**config.mk**
```make
export PLATFORM = sky130hd
export DESIGN_NAME = fcpa_ctrl
export DESIGN_NICKNAME = d
export VERILOG_FILES = /design/src/rtl/core/fcpa_pkg.sv /design/src/rtl/core/fcpa_ctrl.sv
export SDC_FILE = /design/constraint.sdc
export NUM_CORES = 1
export LEC_CHECK = 0
export BUFFER_PORTS_ARGS = -buffer_cell sky130_fd_sc_hd__buf_4
export CORE_AREA = 2 2 39 41
export CTS_CLUSTER_SIZE = 30
export DETAILED_ROUTE_END_ITERATION = 10
export DIE_AREA = 0 0 41 43
export PLACE_DENSITY_LB_ADDON = 0.05
export RECOVER_POWER = 100
export SLEW_MARGIN = 5
export SYNTH_ARGS = -nofsm -noshare
export SYNTH_HDL_FRONTEND = slang
export SYNTH_SLANG_ARGS = --single-unit
```
**constraint.sdc**
```tcl
create_clock -name clk -period 0.8 [get_ports clk]
set_input_delay 0.08 -clock clk [delete_from_list [all_inputs] [get_ports clk]]
set_output_delay 0.08 -clock clk [all_outputs]
set_load 0.02 [all_outputs]
```
**src/rtl/core/fcpa_pkg.sv**
```systemverilog
// Shared types and constants for the fixed chunk pool allocator.
`timescale 1ns / 1ps

package fcpa_pkg;

  localparam int MAX_CHUNKS_DEF = 1024;

  localparam int BASE_W  = 32;
  localparam int SHIFT_W = 4;
  localparam int COUNT_W = 11;

  localparam logic [SHIFT_W-1:0] SHIFT_LIMIT = 4'd12;

  localparam logic [BASE_W-1:0]  RST_BASE  = 32'd0;
  localparam logic [SHIFT_W-1:0] RST_SHIFT = 4'd4;
  localparam logic [COUNT_W-1:0] RST_COUNT = 11'd256;

  localparam logic [1:0] CFG_BASE  = 2'd0;
  localparam logic [1:0] CFG_SHIFT = 2'd1;
  localparam logic [1:0] CFG_COUNT = 2'd2;

  localparam logic MODE_ALLOC = 1'b0;
  localparam logic MODE_FREE  = 1'b1;

  typedef enum logic [1:0] {
    ST_OK     = 2'd0,
    ST_EMPTY  = 2'd1,
    ST_REJECT = 2'd2
  } status_t;

  typedef struct packed {
    logic clr;   // clearing pass over the allocated map
    logic load;  // capture input beat
    logic rd;    // issue memory reads
    logic wr;    // commit update and load result
  } fcpa_cmd_t;

  typedef struct packed {
    logic clr_done;
  } fcpa_sts_t;

endpackage

```
**src/rtl/core/fcpa_ctrl.sv**
```systemverilog
// Controller state machine for the fixed chunk pool allocator.
`timescale 1ns / 1ps

module fcpa_ctrl (
  input  logic               clk,
  input  logic               rst_n,
  input  logic               in_tvalid,
  output logic               in_tready,
  output logic               out_tvalid,
  input  logic               out_tready,
  output fcpa_pkg::fcpa_cmd_t cmd,
  input  fcpa_pkg::fcpa_sts_t sts
);
  import fcpa_pkg::*;

  typedef enum logic [1:0] {S_CLEAR, S_IDLE, S_READ, S_WRITE} state_t;

  state_t st_r, st_nxt;
  logic   out_valid_r, out_valid_nxt;
  logic   can_fin;

  always_comb begin
    can_fin   = !out_valid_r || out_tready;
    in_tready = (st_r == S_IDLE) || (st_r == S_WRITE && can_fin);
    cmd.clr   = (st_r == S_CLEAR);
    cmd.load  = in_tvalid && in_tready;
    cmd.rd    = (st_r == S_READ);
    cmd.wr    = (st_r == S_WRITE) && can_fin;

    st_nxt = st_r;
    unique case (st_r)
      S_CLEAR: if (sts.clr_done) st_nxt = S_IDLE;
      S_IDLE:  if (in_tvalid) st_nxt = S_READ;
      S_READ:  st_nxt = S_WRITE;
      S_WRITE: begin
        if (can_fin) st_nxt = in_tvalid ? S_READ : S_IDLE;
      end
      default: st_nxt = S_IDLE;
    endcase

    out_valid_nxt = out_valid_r;
    if (cmd.wr) out_valid_nxt = 1'b1;
    else if (out_tready) out_valid_nxt = 1'b0;
  end

  always_ff @(posedge clk) begin
    if (!rst_n) begin
      st_r        <= S_CLEAR;
      out_valid_r <= 1'b0;
    end else begin
      st_r        <= st_nxt;
      out_valid_r <= out_valid_nxt;
    end
  end

  assign out_tvalid = out_valid_r;

  a_accept_reads: assert property (@(posedge clk) disable iff (!rst_n)
    (in_tvalid && in_tready) |=> (st_r == S_READ))
    else $error("accepted beat not followed by read");

  a_wr_slot_free: assert property (@(posedge clk) disable iff (!rst_n)
    cmd.wr |-> (!out_valid_r || out_tready))
    else $error("result written over pending beat");

  a_wr_sets_valid: assert property (@(posedge clk) disable iff (!rst_n)
    cmd.wr |=> out_valid_r)
    else $error("result not presented after commit");

endmodule

```
==> flow_metrics.env, run 1 <==
export IMPL_ant_nets=0
export IMPL_ctsHtreeMaxLevel=1
export IMPL_hpwl_um=380
export IMPL_wl_met3_um=8
export IMPL_power_density_mw_per_mm2=1640
export IMPL_synth_net_count=25
export IMPL_ys_ff_latch=3
export IMPL_wl_per_cell_um=9.85
export IMPL_synth_fa_ha_area_share_pct=0
export IMPL_wl_met2_um=321
export IMPL_place_congestion=0.639
export IMPL_syn_cell_area_um2=156
export IMPL_cts_sinks=3
export IMPL_period_needed_ns=1.08
export IMPL_path_cells="nor2b_4 -> a21oi_2 -> buf_4"
export IMPL_seq_area_frac_synth_pct=38.4
export IMPL_via_count=205
export IMPL_yosys_warnings=0
export IMPL_crit_path_start_kind="register"
export IMPL_clockRootBuffer="clkbuf_4"
export IMPL_crit_fanout=4
export IMPL_hold_viol=0
export IMPL_grt_start_max_net_pins=6
export IMPL_wl_um=542
export IMPL_grt_overflow=0
export IMPL_clk_latency_ns=0.23
export IMPL_dp_slack_ns=-0.0589
export IMPL_cts_tree="yes"
export IMPL_min_path_type="in -> reg"
export IMPL_synth_top_family_by_area="compound AO/OA/AOI/OAI gates"
export IMPL_core_mm2=0.00138
export IMPL_io_buffers=10
export IMPL_maxCapViolations=0
export IMPL_antenna_found_initial=0
export IMPL_p_leak_uw=0.000162
export IMPL_syn2layout_area_growth_pct=151
export IMPL_synth_xor_area_share_pct=0
export IMPL_initial_core_util_pct=11.3
export IMPL_cp_slowest_cell="dfxtp_4"
export IMPL_max_freq_mhz=928
export IMPL_dieArea_mm2=0.00176
export IMPL_cts_buffers=3
export IMPL_irDropWorstVdd_uv=342
export IMPL_p_total_uw=643
export IMPL_end_kind="primary output"
export IMPL_drive_gt1_share_pct=84.6
export IMPL_tightest_slew_ns=0.165
export IMPL_worstPathArrival_ns=1.00
export IMPL_setup_ws_ns=-0.278
export IMPL_drc=0
export IMPL_grt_pass1_vias=234
export IMPL_n_antenna_cell=0
export IMPL_maxSlewHeadroom_pct=89.0
export IMPL_synthMuxAreaShare_pct=0
export IMPL_skew_ns=0.00289
export IMPL_dr_pass1_iters=1
export IMPL_clk_pin_slew_ns=0.04
export IMPL_grt_first_pass_wirelength_um=876
export IMPL_synth_compound_area_share_pct=27.2
export IMPL_slowest_delay_ns=0.34
export IMPL_top_layer_used="met3"
export IMPL_synthSimpleGateAreaFrac_pct=24.8
export IMPL_vias_per_cell=3.73
export IMPL_clock_path_buffers=2
export IMPL_finalMaxSlewViolations=0
export IMPL_io_pins=11
export IMPL_crit_type="reg -> out"
export IMPL_die_w_um=41
export IMPL_required_ns=0.72
export IMPL_status="complete, but fails checks"
export IMPL_violations="negative setup slack"
export IMPL_rsz0062_at_grt="true"
export IMPL_synth_area_per_cell_um2=7.82
export IMPL_final_net_count=45
export IMPL_final_setup_viol_count=8
export IMPL_grt_usage_pct=7.62
export IMPL_ctsHoldBuffers=0
export IMPL_nFillCells=163
export IMPL_rows=14
export IMPL_r2r_slack_ns=-0.20
export IMPL_yosysUniqueCellTypes=12
export IMPL_dr_first_iter_drc_count=0
export IMPL_fin_crit_sh_pct=135
export IMPL_wirelength_met1_um=212
export IMPL_die_h_um=43
export IMPL_synthCells=20
final cells by class:
class | count | area, um2 | area share [%]
timing repair buffer | 16 | 154 | 39.2
multi-input combinational | 14 | 116 | 29.6
tap | 16 | 20.0 | 5.10
inverter | 2 | 7.51 | 1.91
clock buffer | 4 | 26.3 | 6.69
sequential | 3 | 68.8 | 17.5
cell usage after synthesis:
library cell / count / area (um2)
o21ai_0: 1 / 5.00
nor2b_4: 1 / 13.8
inv_1: 2 / 7.51
nor3_1: 1 / 5.00
nand2_2: 1 / 6.26
nor2_1: 2 / 7.51
nor2b_1: 1 / 6.26
o21ai_1: 2 / 10.0
a21oi_1: 4 / 20.0
a21boi_1: 1 / 7.51
dfxtp_1: 3 / 60.1
buf_4: 1 / 7.51
metrics by stage:
| stage | area [um2] | utilization, % | TNS [ns] | instances | hold WS (ns) |
|---|---|---|---|---|---|
| floorplan | 178 | - | -0.147 | 20 | 0.207 |
| global placement | 288 | 20.8 | -0.252 | 48 | 0.319 |
| detailed placement | 288 | 20.8 | -0.241 | 48 | 0.314 |
| CTS | 374 | 27.0 | -1.79 | 55 | 0.0762 |
| global route | 393 | 28.4 | -2.02 | 55 | 0.0873 |
| finish | 393 | 28.4 | -1.67 | 55 | 0.0818 |
per-layer routing:
metal  track usage [%]  up-vias
met1              10.2       98
met4              10.0        0
met3                 0        0
met2              9.06        4
li1                  -      103
met5                 0        -
timing repair:
action / in CTS / in global routing
endpoints found under the setup margin: 8 / 9
pin swaps: 4 / 1
buffers inserted: 3 / 0
gates resized for setup: 12 / 5
worst max-delay path, delay by kind of cell, from the launching register on:
family	cells	cell delay [ns]
AO/OA/AOI/OAI	1	0.07
buffers and inverters	1	0.15
flip-flops	1	0.34
AND/OR/NAND/NOR	1	0.20
where the power goes:
part / leakage (uW) / switching (uW) / internal (uW)
sequential: 0.0000264 / 15.0 / 160
clock: 0.0000150 / 78.0 / 187
combinational: 0.000121 / 94.5 / 109
sequential cells by signal (all words and copies together) (netlist names):
register,count
st_r,2
out_tvalid,1
layout by cell type (no fill, tap or decap):
cell,instances
buf_6,9
buf_4,7
a21oi_2,3
clkbuf_4,3
inv_2,2
nor2_4,2
dfxtp_4,2
nor2b_4,1
nor3_2,1
nand2_2,1
o21ai_0,1
o21ai_2,1
a21oi_1,1
o21ai_1,1
a21boi_1,1
nor2b_1,1
clkbuf_1,1
dfxtp_2,1
cell families (layout without fill, tap and decap cells):
logic type,after synthesis,count (layout)
AO/OA/AOI/OAI,8,8
buffers and inverters,3,22
AND/OR/NAND/NOR,6,6
flip-flops,3,3
final timing paths:
check | from | to | cells after the start
worst max-delay path | out_tvalid$_SDFFE_PN0P_ | cmd[2] | 3
worst min-delay path | rst_n | out_tvalid$_SDFFE_PN0P_ | 2
worst max register to register | out_tvalid$_SDFFE_PN0P_ | st_r[1]$_SDFFE_PN0P_ | 5
worst min register to register | st_r[1]$_SDFFE_PN0P_ | st_r[0]$_SDFFE_PN0P_ | 2
Power figures use the tool's default switching activity.
==> run 2, diff against run 1 <==
==> constraint.sdc (replaced) <==
create_clock -name clk -period 0.8 [get_ports clk]
set_input_delay 0.08 -clock clk [delete_from_list [all_inputs] [get_ports clk]]
set_output_delay 0.08 -clock clk [all_outputs]
set_load 0.1 [all_outputs]
==> flow_metrics.env, run 2 (synthesis results as in run 1) <==
export IMPL_p_leak_uw=0.000206
export IMPL_vias_per_cell=3.76
export IMPL_final_common_cell="buf_4"
export IMPL_grt_usage_pct=9.32
export IMPL_clk_pin_slew_ns=0.04
export IMPL_worstPathArrival_ns=1.08
export IMPL_syn2layout_area_growth_pct=224
export IMPL_n_antenna_cell=0
export IMPL_grt_first_pass_wirelength_um=1010
export IMPL_rows=14
export IMPL_fin_crit_sh_pct=145
export IMPL_crit_type="reg -> out"
export IMPL_dr_pass1_iters=2
export IMPL_crit_path_start_kind="register"
export IMPL_grt_pass1_vias=244
export IMPL_ant_nets=0
export IMPL_required_ns=0.72
export IMPL_max_freq_mhz=863
export IMPL_crit_fanout=4
export IMPL_top_register="st_r"
export IMPL_core_mm2=0.00138
export IMPL_die_w_um=41
export IMPL_die_h_um=43
export IMPL_largest_reg_flops=2
export IMPL_mostFrequentLayoutCells="9 x buf_4, 6 x buf_12, 5 x buf_6"
export IMPL_hold_ws_ns=0.0750
export IMPL_wl_per_cell_um=10.7
export IMPL_tightest_slew_ns=0.223
export IMPL_drc=0
export IMPL_cts_sinks=3
export IMPL_hpwl_um=426
export IMPL_antenna_found_initial=0
export IMPL_ctsHtreeMaxLevel=1
export IMPL_finalMaxSlewViolations=0
export IMPL_power_density_mw_per_mm2=1710
export IMPL_dp_slack_ns=-0.218
export IMPL_io_pins=11
export IMPL_clock_path_buffers=2
export IMPL_drive_gt1_share_pct=88.4
export IMPL_clockRootBuffer="clkbuf_4"
export IMPL_min_path_type="in -> reg"
export IMPL_status="complete, but fails checks"
export IMPL_wl_um=634
export IMPL_final_setup_viol_count=9
export IMPL_skew_ns=0.00920
export IMPL_clk_latency_ns=0.24
export IMPL_dieArea_mm2=0.00176
export IMPL_hold_viol=0
export IMPL_maxSlewHeadroom_pct=85.1
export IMPL_maxCapViolations=0
export IMPL_initial_core_util_pct=11.3
export IMPL_period_needed_ns=1.16
export IMPL_via_count=222
export IMPL_cts_tree="yes"
export IMPL_irDropWorstVdd_uv=549
export IMPL_setup_ws_ns=-0.359
export IMPL_place_congestion=0.697
export IMPL_violations="negative setup slack"
export IMPL_rsz0062_at_grt="true"
export IMPL_end_kind="primary output"
export IMPL_grt_overflow=0
export IMPL_final_net_count=49
export IMPL_cts_buffers=3
export IMPL_grt_start_max_net_pins=5
export IMPL_io_buffers=10
export IMPL_p_total_uw=868
export IMPL_dr_first_iter_drc_count=5
==> run 2: cell count changes in the layout (fill, tap and decap cells not counted), sizes merged <==
cell and delta:
buf +4
==> run 2: worst paths after layout <==
path	from	end	slack, ns	cells after the start
setup / recovery	st_r[1]$_SDFFE_PN0P_	cmd[0]	-0.36	3
hold / removal	rst_n	st_r[0]$_SDFFE_PN0P_	0.08	3
setup reg to reg	out_tvalid$_SDFFE_PN0P_	st_r[0]$_SDFFE_PN0P_	-0.22	5
hold reg to reg	st_r[1]$_SDFFE_PN0P_	st_r[0]$_SDFFE_PN0P_	0.61	3
==> run 2: area by class of cell <==
cell class	instances	area [um2]
flip-flops and latches	3	71.3
well taps	16	20.0
repair buffers	20	244
clock buffers	4	26.3
inverters	2	10.0
fillers	139	877
multi-input cells	14	135
==> run 2: timing repair <==
item,CTS,global route
gates resized for setup,24,3
hold buffers,0,0
buffers inserted,3,2
cloned,0,0
pin swaps,4,6
setup endpoints to repair,9,9
==> run 2: stage by stage <==
stage / setup TNS (ns) / util [%] / cells / area [um2]
after global placement: -1.24 / 25.3 / 51 / 350
after detailed placement: -1.22 / 25.3 / 51 / 350
final: -2.43 / 36.6 / 59 / 507
after global routing: -2.79 / 36.6 / 59 / 507
after CTS: -2.55 / 35.5 / 58 / 492
after floorplan: -2.38 / - / 20 / 209
==> run 2: layer usage <==
metal	global-route usage (%)	wire length (um)	part of all wire [%]
met2	12.8	364	57
met4	6.00	16	2.5
met5	0	0	0
met1	9.90	212	33
met3	6.28	40	6.3
==> run 2: report_power, final <==
group	leakage (uW)	internal [uW]	switching, uW
logic	0.000165	174	249
registers	0.0000267	158	14.9
clock network	0.0000150	187	85.1
==> run 2: worst max-delay path, stage by stage, from the launching register on <==
cell and delay, ns:
dfxtp_4 0.37, inv_4 0.04, nor3_2 0.18, buf_6 0.25
